[src/rtl/core/hslp_pkg.sv]
// hslp_pkg: shared types, codes and character helpers for the HTTP start-line parser.
// Used by hslp_step and http_start_line_parser. No dependencies.
package hslp_pkg;

  localparam int METHOD_LIMIT_DEF = 32;
  localparam int URI_LIMIT_DEF    = 256;
  localparam int REASON_LIMIT_DEF = 256;

  localparam int PROTO_TEXT_W = 56;
  localparam int PROTO_LEN_W  = 3;
  localparam int LINE_W       = 12;

  localparam logic [PROTO_TEXT_W-1:0] PROTO_TEXT_RST = 56'd1347703880;
  localparam logic [PROTO_LEN_W-1:0]  PROTO_LEN_RST  = 3'd4;
  localparam logic [LINE_W-1:0]       LINE_MAX       = '1;

  // configuration register indexes
  localparam logic CFG_PROTO_TEXT = 1'b0;
  localparam logic CFG_PROTO_LEN  = 1'b1;

  // request role tags
  localparam logic [1:0] RTAG_NONE   = 2'd0;
  localparam logic [1:0] RTAG_METHOD = 2'd1;
  localparam logic [1:0] RTAG_URI    = 2'd2;

  localparam logic [7:0] CH_ZERO  = 8'h30;
  localparam logic [7:0] CH_NINE  = 8'h39;
  localparam logic [7:0] CH_SLASH = 8'h2F;
  localparam logic [7:0] CH_DOT   = 8'h2E;
  localparam logic [7:0] CH_SP    = 8'h20;
  localparam logic [7:0] CH_CR    = 8'h0D;
  localparam logic [7:0] CH_LF    = 8'h0A;
  localparam logic [7:0] CH_HT    = 8'h09;
  localparam logic [7:0] CH_DEL   = 8'h7F;

  typedef enum logic [13:0] {
    PH_PROTO  = 14'b00000000000001,
    PH_SLASH  = 14'b00000000000010,
    PH_MAJ0   = 14'b00000000000100,
    PH_MAJ    = 14'b00000000001000,
    PH_MIN0   = 14'b00000000010000,
    PH_MIN    = 14'b00000000100000,
    PH_CODE   = 14'b00000001000000,
    PH_REASON = 14'b00000010000000,
    PH_LF     = 14'b00000100000000,
    PH_METHOD = 14'b00001000000000,
    PH_URI    = 14'b00010000000000,
    PH_DONE   = 14'b00100000000000,
    PH_FAIL   = 14'b01000000000000,
    PH_IDLE   = 14'b10000000000000
  } phase_t;

  typedef enum logic [2:0] {
    VERDICT_PENDING = 3'd0,
    VERDICT_REQUEST = 3'd1,
    VERDICT_STATUS  = 3'd2,
    VERDICT_INVALID = 3'd3,
    VERDICT_IDLE    = 3'd4
  } verdict_t;

  typedef struct packed {
    logic [1:0]        rtag;
    logic              ntag;
    verdict_t          verdict;
    logic [7:0]        maj;
    logic [7:0]        min;
    logic [15:0]       code;
    logic [LINE_W-1:0] len;
  } hslp_res_t;

  typedef struct packed {
    phase_t     ph;
    logic [2:0] pos;
    logic [7:0] maj;
    logic [7:0] min;
  } ver_st_t;

  function automatic logic is_dec_char(input logic [7:0] b);
    return (b >= CH_ZERO) && (b <= CH_NINE);
  endfunction

  function automatic logic is_ctl(input logic [7:0] b);
    return (b < CH_SP) || (b == CH_DEL);
  endfunction

  function automatic logic is_sep(input logic [7:0] b);
    return b inside {8'h28, 8'h29, 8'h3C, 8'h3E, 8'h40, 8'h2C, 8'h3B, 8'h3A, 8'h5C,
                     8'h22, CH_SLASH, 8'h5B, 8'h5D, 8'h3F, 8'h3D, 8'h7B, 8'h7D,
                     CH_SP, CH_HT};
  endfunction

  function automatic logic is_token(input logic [7:0] b);
    return !b[7] && !is_ctl(b) && !is_sep(b);
  endfunction

  function automatic logic [7:0] sat8(input logic [7:0] v, input logic [7:0] b);
    logic [7:0]  d;
    logic [11:0] n;
    d = b - CH_ZERO;
    n = ({4'b0, v} << 3) + ({4'b0, v} << 1) + {8'b0, d[3:0]};
    return (n > 12'd255) ? 8'hFF : n[7:0];
  endfunction

  function automatic logic [15:0] sat16(input logic [15:0] v, input logic [7:0] b);
    logic [7:0]  d;
    logic [19:0] n;
    d = b - CH_ZERO;
    n = ({4'b0, v} << 3) + ({4'b0, v} << 1) + {16'b0, d[3:0]};
    return (n > 20'd65535) ? 16'hFFFF : n[15:0];
  endfunction

  // protocol/major.minor, then term moves to phase after
  function automatic ver_st_t version_step(input ver_st_t st, input logic [7:0] b,
                                           input logic [PROTO_LEN_W-1:0] plen,
                                           input logic [PROTO_TEXT_W-1:0] ptext,
                                           input logic [7:0] term, input phase_t after);
    ver_st_t     r;
    logic [63:0] txt;
    logic [7:0]  c;
    r   = st;
    txt = {8'h00, ptext};
    c   = txt[{st.pos, 3'b000} +: 8];
    case (st.ph)
      PH_PROTO: begin
        if (st.pos < plen) begin
          if (b != c) begin
            r.ph = PH_FAIL;
          end else begin
            r.pos = st.pos + 3'd1;
            r.ph  = (r.pos >= plen) ? PH_SLASH : PH_PROTO;
          end
        end else begin
          r.ph = (b == CH_SLASH) ? PH_MAJ0 : PH_FAIL;
        end
      end
      PH_SLASH: r.ph = (b == CH_SLASH) ? PH_MAJ0 : PH_FAIL;
      PH_MAJ0: begin
        if (is_dec_char(b)) begin
          r.maj = sat8(8'd0, b);
          r.ph  = PH_MAJ;
        end else begin
          r.ph = PH_FAIL;
        end
      end
      PH_MAJ: begin
        if (is_dec_char(b)) r.maj = sat8(st.maj, b);
        else r.ph = (b == CH_DOT) ? PH_MIN0 : PH_FAIL;
      end
      PH_MIN0: begin
        if (is_dec_char(b)) begin
          r.min = sat8(8'd0, b);
          r.ph  = PH_MIN;
        end else begin
          r.ph = PH_FAIL;
        end
      end
      PH_MIN: begin
        if (is_dec_char(b)) r.min = sat8(st.min, b);
        else r.ph = (b == term) ? after : PH_FAIL;
      end
      default: r.ph = PH_FAIL;
    endcase
    return r;
  endfunction

endpackage

[src/rtl/core/hslp_step.sv]
// hslp_step: line state of both hypotheses and the per-byte step logic.
// Depends on hslp_pkg. Result is combinational; state advances on step_en.
module hslp_step
  import hslp_pkg::*;
#(
  parameter int METHOD_LIMIT = METHOD_LIMIT_DEF,
  parameter int URI_LIMIT    = URI_LIMIT_DEF,
  parameter int REASON_LIMIT = REASON_LIMIT_DEF
) (
  input  logic                    clk,
  input  logic                    rst_n,
  input  logic                    step_en,
  input  logic [7:0]              data_byte,
  input  logic                    message_start,
  input  logic [PROTO_TEXT_W-1:0] proto_text,
  input  logic [PROTO_LEN_W-1:0]  proto_len,
  output hslp_res_t               res
);

  localparam int MW = $clog2(METHOD_LIMIT);
  localparam int UW = $clog2(URI_LIMIT);
  localparam int RW = $clog2(REASON_LIMIT);
  localparam logic [MW-1:0] METHOD_MAX = MW'(METHOD_LIMIT - 1);
  localparam logic [UW-1:0] URI_MAX    = UW'(URI_LIMIT - 1);
  localparam logic [RW-1:0] REASON_MAX = RW'(REASON_LIMIT - 1);

  phase_t            sph_r, sph_nxt, rph_r, rph_nxt;
  logic [2:0]        spos_r, spos_nxt, rpos_r, rpos_nxt;
  logic [7:0]        smaj_r, smaj_nxt, smin_r, smin_nxt;
  logic [7:0]        rmaj_r, rmaj_nxt, rmin_r, rmin_nxt;
  logic [15:0]       code_r, code_nxt;
  logic [MW-1:0]     mcnt_r, mcnt_nxt;
  logic [UW-1:0]     ucnt_r, ucnt_nxt;
  logic [RW-1:0]     ncnt_r, ncnt_nxt;
  logic [LINE_W-1:0] len_r, len_nxt;

  ver_st_t           sv_cur, sv_new, rv_cur, rv_new;
  phase_t            sp, rp;
  logic [15:0]       code_c;
  logic [MW-1:0]     mcnt_c;
  logic [UW-1:0]     ucnt_c;
  logic [RW-1:0]     ncnt_c;
  logic [LINE_W-1:0] len_c;
  logic              idle;

  always_comb begin
    // message start clears the line before the byte is taken
    sv_cur = message_start ? ver_st_t'{PH_PROTO, 3'd0, 8'd0, 8'd0}
                           : ver_st_t'{sph_r, spos_r, smaj_r, smin_r};
    rv_cur = message_start ? ver_st_t'{PH_METHOD, 3'd0, 8'd0, 8'd0}
                           : ver_st_t'{rph_r, rpos_r, rmaj_r, rmin_r};
    code_c = message_start ? 16'd0 : code_r;
    mcnt_c = message_start ? '0 : mcnt_r;
    ucnt_c = message_start ? '0 : ucnt_r;
    ncnt_c = message_start ? '0 : ncnt_r;
    len_c  = message_start ? '0 : len_r;
    idle   = (sv_cur.ph == PH_IDLE);

    res         = '0;
    res.verdict = VERDICT_PENDING;

    sph_nxt  = sv_cur.ph;
    spos_nxt = sv_cur.pos;
    smaj_nxt = sv_cur.maj;
    smin_nxt = sv_cur.min;
    rph_nxt  = rv_cur.ph;
    rpos_nxt = rv_cur.pos;
    rmaj_nxt = rv_cur.maj;
    rmin_nxt = rv_cur.min;
    code_nxt = code_c;
    mcnt_nxt = mcnt_c;
    ucnt_nxt = ucnt_c;
    ncnt_nxt = ncnt_c;
    len_nxt  = (len_c != LINE_MAX) ? len_c + 1'b1 : len_c;

    sv_new = version_step(sv_cur, data_byte, proto_len, proto_text, CH_SP, PH_CODE);
    rv_new = version_step(rv_cur, data_byte, proto_len, proto_text, CH_CR, PH_LF);

    sp = sv_cur.ph;
    case (sv_cur.ph)
      PH_CODE: begin
        if (is_dec_char(data_byte)) code_nxt = sat16(code_c, data_byte);
        else sp = (data_byte == CH_SP) ? PH_REASON : PH_FAIL;
      end
      PH_REASON: begin
        if (!is_ctl(data_byte)) begin
          if (ncnt_c < REASON_MAX) begin
            ncnt_nxt = ncnt_c + 1'b1;
            res.ntag = 1'b1;
          end else begin
            sp = PH_FAIL;
          end
        end else begin
          sp = (data_byte == CH_CR) ? PH_LF : PH_FAIL;
        end
      end
      PH_LF:   sp = (data_byte == CH_LF) ? PH_DONE : PH_FAIL;
      PH_DONE: sp = PH_DONE;
      PH_FAIL: sp = PH_FAIL;
      default: begin
        sp       = sv_new.ph;
        spos_nxt = sv_new.pos;
        smaj_nxt = sv_new.maj;
        smin_nxt = sv_new.min;
      end
    endcase

    rp = rv_cur.ph;
    case (rv_cur.ph)
      PH_METHOD: begin
        if (is_token(data_byte)) begin
          if (mcnt_c < METHOD_MAX) begin
            mcnt_nxt = mcnt_c + 1'b1;
            res.rtag = RTAG_METHOD;
          end else begin
            rp = PH_FAIL;
          end
        end else begin
          rp = (data_byte == CH_SP && mcnt_c != '0) ? PH_URI : PH_FAIL;
        end
      end
      PH_URI: begin
        if (!is_ctl(data_byte) && data_byte != CH_SP) begin
          if (ucnt_c < URI_MAX) begin
            ucnt_nxt = ucnt_c + 1'b1;
            res.rtag = RTAG_URI;
          end else begin
            rp = PH_FAIL;
          end
        end else begin
          rp = (data_byte == CH_SP && ucnt_c != '0) ? PH_PROTO : PH_FAIL;
        end
      end
      PH_LF:   rp = (data_byte == CH_LF) ? PH_DONE : PH_FAIL;
      PH_DONE: rp = PH_DONE;
      PH_FAIL: rp = PH_FAIL;
      default: begin
        rp       = rv_new.ph;
        rpos_nxt = rv_new.pos;
        rmaj_nxt = rv_new.maj;
        rmin_nxt = rv_new.min;
      end
    endcase

    sph_nxt = sp;
    rph_nxt = rp;
    if (sp == PH_DONE) begin
      res.verdict = VERDICT_STATUS;
      res.maj     = smaj_nxt;
      res.min     = smin_nxt;
      res.code    = code_nxt;
      res.len     = len_nxt;
    end else if (rp == PH_DONE) begin
      res.verdict = VERDICT_REQUEST;
      res.maj     = rmaj_nxt;
      res.min     = rmin_nxt;
      res.len     = len_nxt;
    end else if (sp == PH_FAIL && rp == PH_FAIL) begin
      res.verdict = VERDICT_INVALID;
      res.len     = len_nxt;
    end
    if (res.verdict != VERDICT_PENDING) begin
      sph_nxt = PH_IDLE;
      rph_nxt = PH_IDLE;
    end

    if (idle) begin
      res         = '0;
      res.verdict = VERDICT_IDLE;
      sph_nxt     = sv_cur.ph;
      spos_nxt    = sv_cur.pos;
      smaj_nxt    = sv_cur.maj;
      smin_nxt    = sv_cur.min;
      rph_nxt     = rv_cur.ph;
      rpos_nxt    = rv_cur.pos;
      rmaj_nxt    = rv_cur.maj;
      rmin_nxt    = rv_cur.min;
      code_nxt    = code_c;
      mcnt_nxt    = mcnt_c;
      ucnt_nxt    = ucnt_c;
      ncnt_nxt    = ncnt_c;
      len_nxt     = len_c;
    end
  end

  always_ff @(posedge clk) begin
    if (!rst_n) begin
      sph_r  <= PH_PROTO;
      rph_r  <= PH_METHOD;
      spos_r <= '0;
      rpos_r <= '0;
      smaj_r <= '0;
      smin_r <= '0;
      rmaj_r <= '0;
      rmin_r <= '0;
      code_r <= '0;
      mcnt_r <= '0;
      ucnt_r <= '0;
      ncnt_r <= '0;
      len_r  <= '0;
    end else if (step_en) begin
      sph_r  <= sph_nxt;
      rph_r  <= rph_nxt;
      spos_r <= spos_nxt;
      rpos_r <= rpos_nxt;
      smaj_r <= smaj_nxt;
      smin_r <= smin_nxt;
      rmaj_r <= rmaj_nxt;
      rmin_r <= rmin_nxt;
      code_r <= code_nxt;
      mcnt_r <= mcnt_nxt;
      ucnt_r <= ucnt_nxt;
      ncnt_r <= ncnt_nxt;
      len_r  <= len_nxt;
    end
  end

endmodule

[src/rtl/core/http_start_line_parser.sv]
// http_start_line_parser: top level with input register, output register and config.
// Depends on hslp_pkg and hslp_step.
//
// Usage:
//   in_*  : one message byte per transfer; in_tuser marks the first byte of a
//           message and restarts the parser before that byte is taken.
//   out_* : exactly one result per accepted byte: the echoed byte, its role
//           tags and a verdict (pending, request, status, invalid, idle), plus line
//           length (request, status, invalid), version (request, status), code (status).
//   cfg_* : protocol identifier text (index 0) and its length (index 1);
//           always ready, write while the stream is quiet.
// Path: an accepted byte waits in the input register, then moves to the output register.
// Throughput: one byte per cycle while out_tready stays high; the step logic
// between the input register and the output register is combinational.
// Reset: both hypotheses restart, config returns to "HTTP" with length 4,
// and both registers empty.
// Stall: while out_tready is low the result holds; one more byte waits in
// the input register, then in_tready drops until the result is taken.
module http_start_line_parser
  import hslp_pkg::*;
#(
  parameter int METHOD_LIMIT = METHOD_LIMIT_DEF,
  parameter int URI_LIMIT    = URI_LIMIT_DEF,
  parameter int REASON_LIMIT = REASON_LIMIT_DEF
) (
  input  logic        clk,
  input  logic        rst_n,
  input  logic        in_tvalid,
  output logic        in_tready,
  input  logic [7:0]  in_tdata,   // [7:0] data_byte
  input  logic        in_tuser,   // [0] message_start
  output logic        out_tvalid,
  input  logic        out_tready,
  output logic [55:0] out_tdata,  // [7:0] echo_byte, [10:8] verdict, [18:11] major_version,
                                  // [26:19] minor_version, [42:27] status_code,
                                  // [54:43] line_length
  output logic [2:0]  out_tuser,  // [1:0] request_tag, [2] reason_tag
  input  logic        cfg_valid,
  output logic        cfg_ready,
  input  logic        cfg_index,
  input  logic [55:0] cfg_data
);

  logic                    in_vld_r, out_vld_r;
  logic [7:0]              in_byte_r, out_byte_r;
  logic                    in_start_r;
  hslp_res_t               out_res_r, step_res;
  logic [PROTO_TEXT_W-1:0] ptext_r;
  logic [PROTO_LEN_W-1:0]  plen_r;
  logic                    move;

  assign move      = in_vld_r && (!out_vld_r || out_tready);
  assign in_tready = !in_vld_r || move;
  assign cfg_ready = 1'b1;

  hslp_step #(
    .METHOD_LIMIT (METHOD_LIMIT),
    .URI_LIMIT    (URI_LIMIT),
    .REASON_LIMIT (REASON_LIMIT)
  ) u_step (
    .clk           (clk),
    .rst_n         (rst_n),
    .step_en       (move),
    .data_byte     (in_byte_r),
    .message_start (in_start_r),
    .proto_text    (ptext_r),
    .proto_len     (plen_r),
    .res           (step_res)
  );

  always_ff @(posedge clk) begin
    if (!rst_n) begin
      in_vld_r <= 1'b0;
    end else if (in_tready) begin
      in_vld_r <= in_tvalid;
    end
  end

  always_ff @(posedge clk) begin
    if (in_tvalid && in_tready) begin
      in_byte_r  <= in_tdata;
      in_start_r <= in_tuser;
    end
  end

  always_ff @(posedge clk) begin
    if (!rst_n) begin
      out_vld_r <= 1'b0;
    end else if (move) begin
      out_vld_r <= 1'b1;
    end else if (out_tready) begin
      out_vld_r <= 1'b0;
    end
  end

  always_ff @(posedge clk) begin
    if (move) begin
      out_byte_r <= in_byte_r;
      out_res_r  <= step_res;
    end
  end

  always_ff @(posedge clk) begin
    if (!rst_n) begin
      ptext_r <= PROTO_TEXT_RST;
      plen_r  <= PROTO_LEN_RST;
    end else if (cfg_valid && cfg_ready) begin
      case (cfg_index)
        CFG_PROTO_TEXT: ptext_r <= cfg_data;
        CFG_PROTO_LEN:  plen_r  <= cfg_data[PROTO_LEN_W-1:0];
        default:        ptext_r <= ptext_r;
      endcase
    end
  end

  assign out_tvalid = out_vld_r;
  assign out_tdata  = {1'b0, out_res_r.len, out_res_r.code, out_res_r.min, out_res_r.maj,
                       out_res_r.verdict, out_byte_r};
  assign out_tuser  = {out_res_r.ntag, out_res_r.rtag};

`ifndef ASSERT_OFF
  a_code_only_status: assert property (@(posedge clk) disable iff (!rst_n)
    out_vld_r && out_res_r.verdict != VERDICT_STATUS |-> out_res_r.code == 16'd0)
    else $error("status code outside a status verdict");

  a_idle_quiet: assert property (@(posedge clk) disable iff (!rst_n)
    out_vld_r && out_res_r.verdict == VERDICT_IDLE |->
      out_res_r.rtag == RTAG_NONE && !out_res_r.ntag && out_res_r.len == '0)
    else $error("idle result carries tags or length");

  a_no_double_tag: assert property (@(posedge clk) disable iff (!rst_n)
    out_vld_r && out_res_r.ntag |-> out_res_r.verdict == VERDICT_PENDING ||
      out_res_r.verdict == VERDICT_REQUEST || out_res_r.verdict == VERDICT_INVALID)
    else $error("reason byte closes a status line");

  a_ready_when_empty: assert property (@(posedge clk) disable iff (!rst_n)
    !out_vld_r |-> in_tready)
    else $error("input stalled with empty output register");
`endif

endmodule

[config.mk]
export PLATFORM = sky130hd
export DESIGN_NAME = http_start_line_parser
export DESIGN_NICKNAME = d
export VERILOG_FILES = /design/src/rtl/core/hslp_pkg.sv /design/src/rtl/core/hslp_step.sv /design/src/rtl/core/http_start_line_parser.sv
export SDC_FILE = /design/constraint.sdc
export NUM_CORES = 1
export LEC_CHECK = 0
export BUFFER_PORTS_ARGS = -buffer_cell sky130_fd_sc_hd__buf_2
export CELL_PAD_IN_SITES_DETAIL_PLACEMENT = 0
export CELL_PAD_IN_SITES_GLOBAL_PLACEMENT = 1
export CORE_MARGIN = 2
export CORE_UTILIZATION = 51
export CTS_BUF_LIST = sky130_fd_sc_hd__clkbuf_4
export CTS_CLUSTER_SIZE = 10
export DETAILED_ROUTE_END_ITERATION = 8
export PLACE_DENSITY_LB_ADDON = 0.1
export SYNTH_ARGS = -nofsm -noshare
export SYNTH_HDL_FRONTEND = slang
export SYNTH_SLANG_ARGS = --single-unit
[constraint.sdc]
create_clock -name clk -period 15.05 [get_ports clk]
set_input_delay 0.7525 -clock clk [delete_from_list [all_inputs] [get_ports clk]]
set_output_delay 0.7525 -clock clk [all_outputs]
set_load 0.02 [all_outputs]
==> results.py, run 1 <==
metrics = {
    "outcome": {
        "status": "complete, no violations",
    },
    "sta": {
        "tightest_slew_ns": 1.16,
        "fin_worst_skew_ns": 0.0756,
        "whs_ns": 0.222,
        "slew_headroom_pct": 22.7,
        "fin_crit_sh_pct": 36.5,
        "rsz0062_at_grt": "false",
        "setup_ws_ns": 9.56,
        "fin_crit_ns": 5.49,
        "max_freq_mhz": 182,
        "finalSetupTns_ns": 0,
        "hold_viol": 0,
        "finalSetupViolCount": 0,
        "slew_viol_final": 0,
    },
    "placed_design": {
        "postPlaceCellArea_um2": 16700,
        "gp_congestion": 0.895,
        "portBuffers": 130,
        "dp_slack_ns": 9.64,
        "hpwl_mm": 32.3,
    },
    "worst_setup_path": {
        "worstPathArrival_ns": 6.05,
        "r2r_start": "in_start_r$_DFFE_PP_",
        "r2r_setup_slack_ns": 9.56,
        "crit_path_end_kind": "register",
        "worstPathMaxFanout": 48,
        "startpoint_type": "register",
        "reg2reg_depth": 18,
        "reg2reg_to": "u_step.code_r[11]$_SDFFE_PN0P_",
        "crit_type": "register to register",
        "worstPathRequired_ns": 15.61,
    },
    "logic_synthesis": {
        "yosysTopAreaCell": "dfxtp_1",
        "synth-warning-count": 0,
        "synthTopCellsByArea": "dfxtp_1 22%, edfxtp_1 13%, ha_1 8.8%, nand2_1 7.0%, a21oi_1 6.5%",
        "synth_compound_area_share_pct": 20.8,
        "synth_top_family_by_area": "simple AND/OR/NAND/NOR gates",
        "yosysUniqueCellTypes": 89,
        "synthAdderAreaFrac_pct": 9.79,
        "ys_async_sr_fraction_pct": 0,
        "syn_inst": 1964,
        "avgSynthCellArea_um2": 8.06,
        "synth-simple-area-share_pct": 23.8,
        "synthMuxAreaShare_pct": 2.67,
        "synthXorXnorAreaFrac_pct": 3.54,
        "synth_seq_cells": 243,
        "synth_flop_cell": "dfxtp_1",
        "syn_area_um2": 15800,
        "yosys-top-cells-count": "294 x nand2_1, 204 x a21oi_1, 176 x dfxtp_1",
        "synth_edf_count": 67,
        "yosysMostFrequentCell": "nand2_1",
        "synth.top_cell.area_share_pct": 22.3,
        "ys_seq_area_share_pct": 35.0,
        "synth_nets": 2154,
    },
    "grt": {
        "grt_max_degree": 90,
        "overflow": 0,
        "grt_antenna_before_repair": 2,
        "grt_pass1_vias": 14400,
        "grt_use_total_pct": 28.2,
        "grt_pass1_wl_mm": 74.7,
    },
    "hold_path": {
        "min_path_type": "primary input to register",
        "min_path_cells": 1,
        "hold_end": "in_start_r$_DFFE_PP_",
        "hold_path.startpoint": "in_tuser",
    },
    "clocking": {
        "clkSlewWorstSetupHoldPaths_ns": 0.07,
        "clock_path_buffers": 3,
        "clock-sinks": 243,
        "holdBufCountCts": 0,
        "cts_resized": 0,
        "cts_buffers": 69,
        "cts_setup_buffers": 0,
        "tritoncts": "done",
        "htreeDepth": 3,
        "root_buffer": "clkbuf_4",
        "worstSkewPairLatency_ns": 0.75,
    },
    "power_and_ir_drop": {
        "netSwitchingPower_mw": 0.429,
        "ir_worst_vdd_uv": 44.4,
        "p_seq_share_pct": 46.2,
        "p_comb_share_pct": 11.1,
        "cellLeakagePower_nw": 7.32,
        "p_total_mw": 1.54,
        "power.density_nw_per_um2": 87.4,
        "clkPwrFrac_pct": 42.7,
        "switching_share_pct": 27.8,
        "p_int_mw": 1.11,
    },
    "route": {
        "drt_iter0_drc": 1167,
        "drtPass1Iterations": 7,
        "routedWlPerCell_um": 18.4,
        "vias_per_cell": 5.91,
        "ant_nets": 0,
        "vias": 14900,
        "drc": 0,
        "detail_route.wirelength_mm": 46.3,
    },
    "floorplan": {
        "dieHeight_um": 180,
        "start_util_pct": 51.7,
        "die_area_um2": 32400,
        "num_rows": 64,
        "die_width_um": 180,
        "ios": 133,
        "coreArea_um2": 30600,
    },
    "final_layout": {
        "final_layout_size_suffix_gt1_share_pct": 14.2,
        "multi_input_comb_area_um2": 9610,
        "layout-area-overhead-vs-synth_pct": 11.5,
        "ff_latch_area_um2": 5540,
        "nNetsFinal": 2260,
        "design_area_um2": 17600,
        "nFillCells": 2934,
    },
    "job": {
        "cap_viol_max_count": 0,
    },
}
==> stage by stage <==
stage / cells / utilization (%)
after CTS: 2518 / 57.6
after global placement: 2395 / 54.6
after floorplan: 1964 / -
after detailed placement: 2395 / 54.6
after global routing: 2520 / 57.6
final: 2520 / 57.6
==> cell type report <==
type | instances | share of cell area, %
multi-input combinational | 1545 | 54.5
sequential | 243 | 31.4
timing repair buffer | 157 | 4.84
clock buffer | 108 | 4.60
tap | 396 | 2.81
inverter | 54 | 1.17
clock inverter | 15 | 0.674
antenna | 2 | 0.0284
==> cell usage in the layout, fill, tap and decap left out, drive strengths merged, types with 9 or more instances in the layout <==
master  Yosys  layout
a22oi      17      17
nor3       55      55
nand3b     17      17
o22ai      14      14
nand3      50      50
or2        10      10
buf        31     157
xor2       26      26
edfxtp     67      67
a31oi      13      13
clkinv      2      14
and2       14      14
nand2     294     294
dfxtp     176     176
nand4      21      21
nor2      163     163
o21a       12      12
xnor2      38      38
a211oi     15      15
o21bai     13      13
inv        52      53
o21ai     126     126
nand2b     26      26
and3       14      14
a221oi      9       9
clkbuf     91     108
nor2b      68      68
a21o       26      26
ha        111     111
a21oi     205     205
mux2i      32      32
nor4       19      19
==> state kept, by name, summed over array words and instances, names as in the netlist, 12 cells and up <==
| signal | count |
|---|---|
| u_step.sph_r | 14 |
| out_tdata | 47 |
| u_step.code_r | 16 |
| u_step.rph_r | 14 |
| u_step.len_r | 12 |
| ptext_r | 56 |
==> worst max-delay path, cell delays in order, from the launching register on <==
cell and delay (ns):
edfxtp_1 0.79, buf_4 0.59, clkinv_1 0.13, buf_4 0.30, nand2_1 0.16, inv_1 0.08
fa_1 0.54, inv_1 0.07, fa_1 0.45, inv_1 0.07, a21oi_1 0.06, o21bai_1 0.26
a21oi_1 0.18, o311ai_0 0.37, o2111ai_1 0.20, mux2_2 0.35, nand2b_1 0.35, nor3_1 0.28
nor3_1 0.07
==> power groups by stage <==
stage | clock [mW] | sequential [mW] | combinational, mW
2_1_floorplan | 0 | 0.730 | 0.110
3_3_place_gp | 0 | 0.726 | 0.168
3_5_place_dp | 0 | 0.726 | 0.170
4_1_cts | 0.674 | 0.712 | 0.171
5_1_grt | 0.709 | 0.715 | 0.190
6_report | 0.658 | 0.712 | 0.171
==> worst max path at each step <==
stage	from	to	slack (ns)	depth (start not counted)
after floorplan	in_start_r$_DFFE_PP_	out_tdata[13]$_SDFFCE_PP0P_	10.16	21
after global placement	in_start_r$_DFFE_PP_	u_step.code_r[13]$_SDFFE_PN0P_	9.75	18
after detailed placement	in_start_r$_DFFE_PP_	u_step.code_r[13]$_SDFFE_PN0P_	9.64	18
after CTS	in_start_r$_DFFE_PP_	u_step.code_r[11]$_SDFFE_PN0P_	9.62	18
after global routing	in_start_r$_DFFE_PP_	u_step.code_r[13]$_SDFFE_PN0P_	9.11	18
final	in_start_r$_DFFE_PP_	u_step.code_r[11]$_SDFFE_PN0P_	9.56	18
==> per-layer routing <==
metal / GRT usage, % / part of all wire (%)
met4: 10.9 / 3.0
met5: 0 / 0
met2: 46.8 / 46
met3: 4.91 / 6.1
met1: 36.7 / 44
==> cell families after synthesis <==
logic type / after synthesis
AND/OR/NAND/NOR: 789
multiplexers: 40
flip-flops: 243
XOR/XNOR: 64
adder cells (fa/ha/maj): 119
other: 2
buffers and inverters: 176
AO/OA/AOI/OAI: 531
No activity file was read; power rests on OpenSTA's default activity.
==> run 2: changes to the inputs <==
--- a/config.mk
+++ b/config.mk
@@ -9,7 +9,7 @@
 export CELL_PAD_IN_SITES_DETAIL_PLACEMENT = 0
 export CELL_PAD_IN_SITES_GLOBAL_PLACEMENT = 1
 export CORE_MARGIN = 2
-export CORE_UTILIZATION = 51
+export CORE_UTILIZATION = 42
 export CTS_BUF_LIST = sky130_fd_sc_hd__clkbuf_4
 export CTS_CLUSTER_SIZE = 10
 export DETAILED_ROUTE_END_ITERATION = 8
==> constraint.sdc (replaced) <==
create_clock -name clk -period 4.4 [get_ports clk]
set_input_delay 0.22 -clock clk [delete_from_list [all_inputs] [get_ports clk]]
set_output_delay 0.22 -clock clk [all_outputs]
set_load 0.02 [all_outputs]
==> run 2 against run 1 <==
  * Via count grew 3.1%
  * First-iteration DRC count decreased by 23%
  * Count of clock-buffer cells in the layout increased by 3
  * Fmax is 31% higher
  * Non-clock buffer count rose by 121
  * Combinational power increased to 3.9 times the previous value
  * Register-to-register slack lost 9.4 ns
  * Cell area increased by 7.5%
  * Critical path depth is 3 lower
  * Final cell count grew 9.6%
  * Worst setup slack got worse by 9.4 ns
==> results.py, run 2 (synthesis gave the netlist of run 1 again) <==
metrics = {
    "grt": {
        "overflow": 0,
        "grt_pass1_vias": 14900,
        "grt_antenna_before_repair": 1,
        "grt_pass1_wl_mm": 81.2,
        "grt_use_total_pct": 26.4,
        "grt_max_degree": 65,
    },
    "final_layout": {
        "top_register": "ptext_r",
        "largest_reg_flops": 56,
        "final_cell_mix": "294 x nand2_1, 204 x a21oi_1, 176 x dfxtp_1",
        "final_layout_size_suffix_gt1_share_pct": 15.7,
        "nNetsFinal": 2384,
        "final_common_cell": "nand2_1",
        "layout-area-overhead-vs-synth_pct": 19.8,
    },
    "sta": {
        "slew_viol_final": 0,
        "tightest_slew_ns": 1.18,
        "slew_headroom_pct": 20.9,
        "fin_worst_skew_ns": 0.0442,
        "hold_viol": 0,
        "fin_crit_sh_pct": 95.5,
        "fin_crit_ns": 4.20,
        "finalSetupTns_ns": 0,
        "finalSetupViolCount": 0,
        "rsz0062_at_grt": "false",
        "max_freq_mhz": 238,
    },
    "clocking": {
        "cts_setup_buffers": 0,
        "clock_path_buffers": 3,
        "clock-sinks": 243,
        "clkSlewWorstSetupHoldPaths_ns": 0.06,
        "cts_buffers": 72,
        "worstSkewPairLatency_ns": 0.76,
        "htreeDepth": 3,
        "tritoncts": "done",
        "root_buffer": "clkbuf_4",
    },
    "route": {
        "routedWlPerCell_um": 18.6,
        "detail_route.wirelength_mm": 51.3,
        "drtPass1Iterations": 5,
        "vias": 15400,
        "ant_nets": 0,
        "vias_per_cell": 5.56,
        "drc": 0,
        "drt_iter0_drc": 900,
    },
    "placed_design": {
        "hpwl_mm": 36.1,
        "portBuffers": 130,
        "gp_congestion": 0.908,
    },
    "worst_setup_path": {
        "worstPathMaxFanout": 50,
        "r2r_start": "in_start_r$_DFFE_PP_",
        "crit_type": "register to register",
        "timing.critical_path.from": "in_start_r$_DFFE_PP_",
        "startpoint_type": "register",
        "reg2reg_to": "out_tdata[12]$_SDFFCE_PP0P_",
        "crit_path_end_kind": "register",
        "r2r_setup_slack_ns": 0.20,
        "reg2reg_depth": 15,
        "worstPathArrival_ns": 4.78,
        "worstPathRequired_ns": 4.98,
    },
    "hold_path": {
        "hold_path.startpoint": "in_tdata[6]",
        "min_path_type": "primary input to register",
        "hold_end": "in_byte_r[6]$_DFFE_PP_",
        "min_path_cells": 2,
    },
    "floorplan": {
        "num_rows": 71,
        "start_util_pct": 42.3,
        "ios": 133,
        "die_width_um": 198,
        "coreArea_um2": 37400,
        "dieHeight_um": 198,
        "die_area_um2": 39200,
    },
    "power_and_ir_drop": {
        "cellLeakagePower_nw": 7.87,
        "power.density_nw_per_um2": 287,
        "p_total_mw": 5.44,
        "ir_worst_vdd_uv": 161,
    },
    "job": {
        "cap_viol_max_count": 0,
    },
    "outcome": {
        "status": "complete, no violations",
    },
}
==> run 2: report_power, final <==
group | switching, mW | internal (mW)
Clock | 1.05 | 1.27
Sequential | 0.0630 | 2.38
Combinational | 0.417 | 0.258
==> run 2: worst max-delay path by stage <==
stage                                                 to
final                        out_tdata[12]$_SDFFCE_PP0P_
after global routing         out_tdata[12]$_SDFFCE_PP0P_
after CTS                    out_tdata[12]$_SDFFCE_PP0P_
after detailed placement     out_tdata[12]$_SDFFCE_PP0P_
after global placement    u_step.code_r[13]$_SDFFE_PN0P_
after floorplan              out_tdata[13]$_SDFFCE_PP0P_
==> run 2: metrics by stage <==
stage                     instance area [um2]  worst slack [ns]  util, %  hold slack (ns)  std cells
after floorplan                         15900           0.00153        -            0.319       1964
after global placement                  17200             0.416     45.9            0.398       2552
after detailed placement                17200             0.223     45.9            0.398       2552
after CTS                               18900             0.209     50.7            0.102       2761
after global routing                    19000            0.0199     50.7            0.134       2762
final                                   19000             0.200     50.7            0.184       2762
==> run 2: critical path, cell delays in order, from the launching register on <==
cell      delay (ns)
edfxtp_1        0.44
buf_12          0.21
nor2b_1         0.33
xor2_1          0.19
ha_1            0.28
fa_1            0.46
a21o_1          0.17
a21oi_1         0.25
o21bai_1        0.11
and3_1          0.19
a21oi_1         0.31
or2_2           0.23
nor3_1          0.06
o31ai_1         0.47
a21oi_1         0.17
a21oi_1         0.16
==> run 2: area by class of cell <==
class	count	area [um2]
Fill cell	3751	18400
Multi-Input combinational cell	1545	9620
Sequential cell	243	5540
Timing Repair Buffer	278	1970
Clock buffer	111	833
Tap cell	511	639
Inverter	54	206
Clock inverter	19	141
Antenna cell	1	2.50
==> run 2: timing repair <==
item	in CTS	in global routing
endpoints found under the setup margin	0	3
resized for setup	0	1
hold buffers	79	0
endpoints found under the hold margin	77	0
==> run 2: metal layers <==
| metal | share of wire, % | wire length [um] | global-route usage, % | vias up |
|---|---|---|---|---|
| met2 | 46 | 23600 | 43.9 | 439 |
| met4 | 3.1 | 1580 | 9.25 | 0 |
| met5 | 0 | 0 | 0 | - |
| met1 | 45 | 23300 | 34.6 | 7288 |
| li1 | - | - | - | 7531 |
| met3 | 5.5 | 2840 | 4.22 | 102 |
==> run 3: changes to the inputs <==
--- a/config.mk
+++ b/config.mk
@@ -9,7 +9,7 @@
 export CELL_PAD_IN_SITES_DETAIL_PLACEMENT = 0
 export CELL_PAD_IN_SITES_GLOBAL_PLACEMENT = 1
 export CORE_MARGIN = 2
-export CORE_UTILIZATION = 42
+export CORE_UTILIZATION = 47
 export CTS_BUF_LIST = sky130_fd_sc_hd__clkbuf_4
 export CTS_CLUSTER_SIZE = 10
 export DETAILED_ROUTE_END_ITERATION = 8
==> constraint.sdc (replaced) <==
create_clock -name clk -period 4.2 [get_ports clk]
set_input_delay 0.63 -clock clk [delete_from_list [all_inputs] [get_ports clk]]
set_output_delay 0.63 -clock clk [all_outputs]
set_load 0.02 [all_outputs]
==> run 3 against run 2 <==
  * First-iteration DRC count up 39%
  * Global-route usage rose by 1.7 points
  * Critical path depth down 2
  * Core utilization is 4.2 points higher
  * Via count is 0.76% lower
  * Largest cell class unchanged
  * Register-to-register slack improved by 0.04 ns
  * Combinational power decreased by 0.6%
  * Cell area fell by 3.5%
  * Worst setup slack better by 0.044 ns
  * Critical path type unchanged
  * Non-clock buffer count decreased by 68
  * Total power increased by 4.3%
==> results.py, run 3 (synthesis gave the netlist of run 1 again) <==
metrics = {
    "sta": {
        "finalSetupViolCount": 0,
        "hold_viol": 0,
        "slew_viol_final": 0,
        "slew_headroom_pct": 24.9,
        "setup_ws_ns": 0.244,
        "whs_ns": 0.0450,
        "tightest_slew_ns": 1.12,
        "fin_worst_skew_ns": 0.0649,
        "fin_crit_sh_pct": 94.2,
        "fin_crit_ns": 3.96,
        "max_freq_mhz": 253,
    },
    "worst_setup_path": {
        "worstPathMaxFanout": 14,
        "worstPathArrival_ns": 4.45,
        "slowest_delay_ns": 0.58,
        "worstPathRequired_ns": 4.69,
        "startpoint_type": "register",
        "slowest_stage": "or4_1",
        "cpMostUsedCell": "buf_4",
        "timing.critical_path.from": "in_start_r$_DFFE_PP_",
        "r2r_start": "in_start_r$_DFFE_PP_",
        "critPathTopFamily": "simple AND/OR/NAND/NOR gates",
        "path_cells": "clkbuf_16, buf_4, nor2b_1, buf_4, a21oi_1, a32oi_1, xor2_1, nand3_1, or4_1, o2bb2ai_1, a211oi_4, or2_1, nor2_1",
        "crit_path_end_kind": "register",
        "crit_type": "register to register",
        "crit_buf_inv": 3,
    },
    "route": {
        "detail_route.wirelength_mm": 50.2,
        "routedWlPerCell_um": 19.1,
        "drc": 0,
        "drtPass1Iterations": 7,
        "drt_iter0_drc": 1253,
        "ant_nets": 0,
        "vias": 15200,
        "vias_per_cell": 5.80,
    },
    "final_layout": {
        "largest_reg_flops": 56,
        "layout-area-overhead-vs-synth_pct": 15.6,
        "finalNonFillerCells": 2627,
        "final_layout_size_suffix_gt1_share_pct": 17.2,
        "nFillCells": 3249,
        "top_register": "ptext_r",
        "final_cell_mix": "294 x nand2_1, 199 x a21oi_1, 176 x dfxtp_1",
        "final_common_cell": "nand2_1",
        "nNetsFinal": 2313,
    },
    "clocking": {
        "htreeDepth": 3,
        "clock-sinks": 243,
        "root_buffer": "clkbuf_4",
        "clock_path_buffers": 3,
        "tritoncts": "done",
        "worstSkewPairLatency_ns": 0.78,
        "cts_buffers": 69,
        "clkSlewWorstSetupHoldPaths_ns": 0.07,
    },
    "grt": {
        "grt_antenna_before_repair": 2,
        "grt_max_degree": 96,
        "grt_use_total_pct": 28.1,
        "grt_pass1_vias": 14400,
        "grt_pass1_wl_mm": 78.7,
        "overflow": 0,
    },
    "hold_path": {
        "hold_path.startpoint": "in_tdata[0]",
        "min_path_type": "primary input to register",
    },
    "placed_design": {
        "dp_slack_ns": 0.124,
        "dp_cells": 2491,
        "portBuffers": 130,
        "hpwl_mm": 34.9,
        "gp_congestion": 0.938,
    },
    "outcome": {
        "status": "complete, no violations",
    },
    "power_and_ir_drop": {
        "power.density_nw_per_um2": 310,
        "ir_worst_vdd_uv": 224,
        "cellLeakagePower_nw": 7.65,
    },
    "floorplan": {
        "dieHeight_um": 187,
        "coreArea_um2": 33400,
        "ios": 133,
        "die_area_um2": 35100,
        "start_util_pct": 47.4,
        "num_rows": 67,
        "die_width_um": 187,
    },
    "job": {
        "cap_viol_max_count": 0,
    },
}
[run 3: cell types whose count changed in the layout (fill, tap and decap cells not counted), sizes merged, moves of 2 or more]
cell	previous run	this run
dlygate4sd3	79	4
clkbuf	111	102
buf	199	205
clkinv	15	21
clkinvlp	3	0
bufinv	2	4
[run 3: area by class of cell]
cell class	count	area (um2)	area share, %
Multi-Input combinational cell	1545	9720	53.2
Sequential cell	243	5540	30.3
Timing Repair Buffer	210	1300	7.10
Clock buffer	101	758	4.14
Tap cell	448	561	3.06
Inverter	54	208	1.14
Clock inverter	24	205	1.12
Antenna cell	2	5.00	0.0274
[run 3: repair_timing]
action	in CTS	in global routing
endpoints found under the hold margin	4	0
hold buffers	4	0
buffers inserted	0	3
endpoints found under the setup margin	0	18
gates resized for setup	0	9
[run 3: worst paths after layout]
check                             endpoint  slack [ns]  depth (start not counted)
max reg2reg    out_tdata[50]$_SDFFCE_PP0P_        0.24                         13
max            out_tdata[50]$_SDFFCE_PP0P_        0.24                         13
min                 in_byte_r[0]$_DFFE_PP_        0.05                          1
min reg2reg  u_step.code_r[2]$_SDFFE_PN0P_        0.44                          2
[run 3: metrics by stage]
stage | total power, mW | area, um2 | TNS [ns] | utilization [%]
2_1_floorplan | 3.02 | 15900 | -0.00532 | -
3_3_place_gp | 3.25 | 17200 | 0 | 51.6
3_5_place_dp | 3.26 | 17200 | 0 | 51.6
4_1_cts | 5.72 | 18200 | 0 | 54.6
5_1_grt | 5.94 | 18300 | -0.00315 | 54.8
6_report | 5.67 | 18300 | 0 | 54.8
[run 3: layer usage]
metal | vias up | GRT usage [%] | part of all wire [%]
li1 | 7393 | - | -
met1 | 7221 | 37.4 | 45
met2 | 544 | 45.3 | 46
met3 | 86 | 5.95 | 6.4
met4 | 0 | 9.54 | 2.8
met5 | - | 0 | 0
[run 3: power breakdown]
| group | total [mW] | switching, mW | leakage, nW | internal [mW] |
|---|---|---|---|---|
| Clock | 2.45 | 1.09 | 0.567 | 1.36 |
| Combinational | 0.671 | 0.435 | 5.04 | 0.236 |
| Sequential | 2.55 | 0.0643 | 2.04 | 2.49 |
| Total | 5.67 | 1.59 | 7.65 | 4.08 |
[run 3: worst register-to-register path, delay by kind of cell, from the launching register on]
kind	cells	cell delay, ns
xor+xnor	1	0.17
simple gates	5	1.35
flops	1	0.46
buf+inv	3	0.62
compound gates	4	1.06
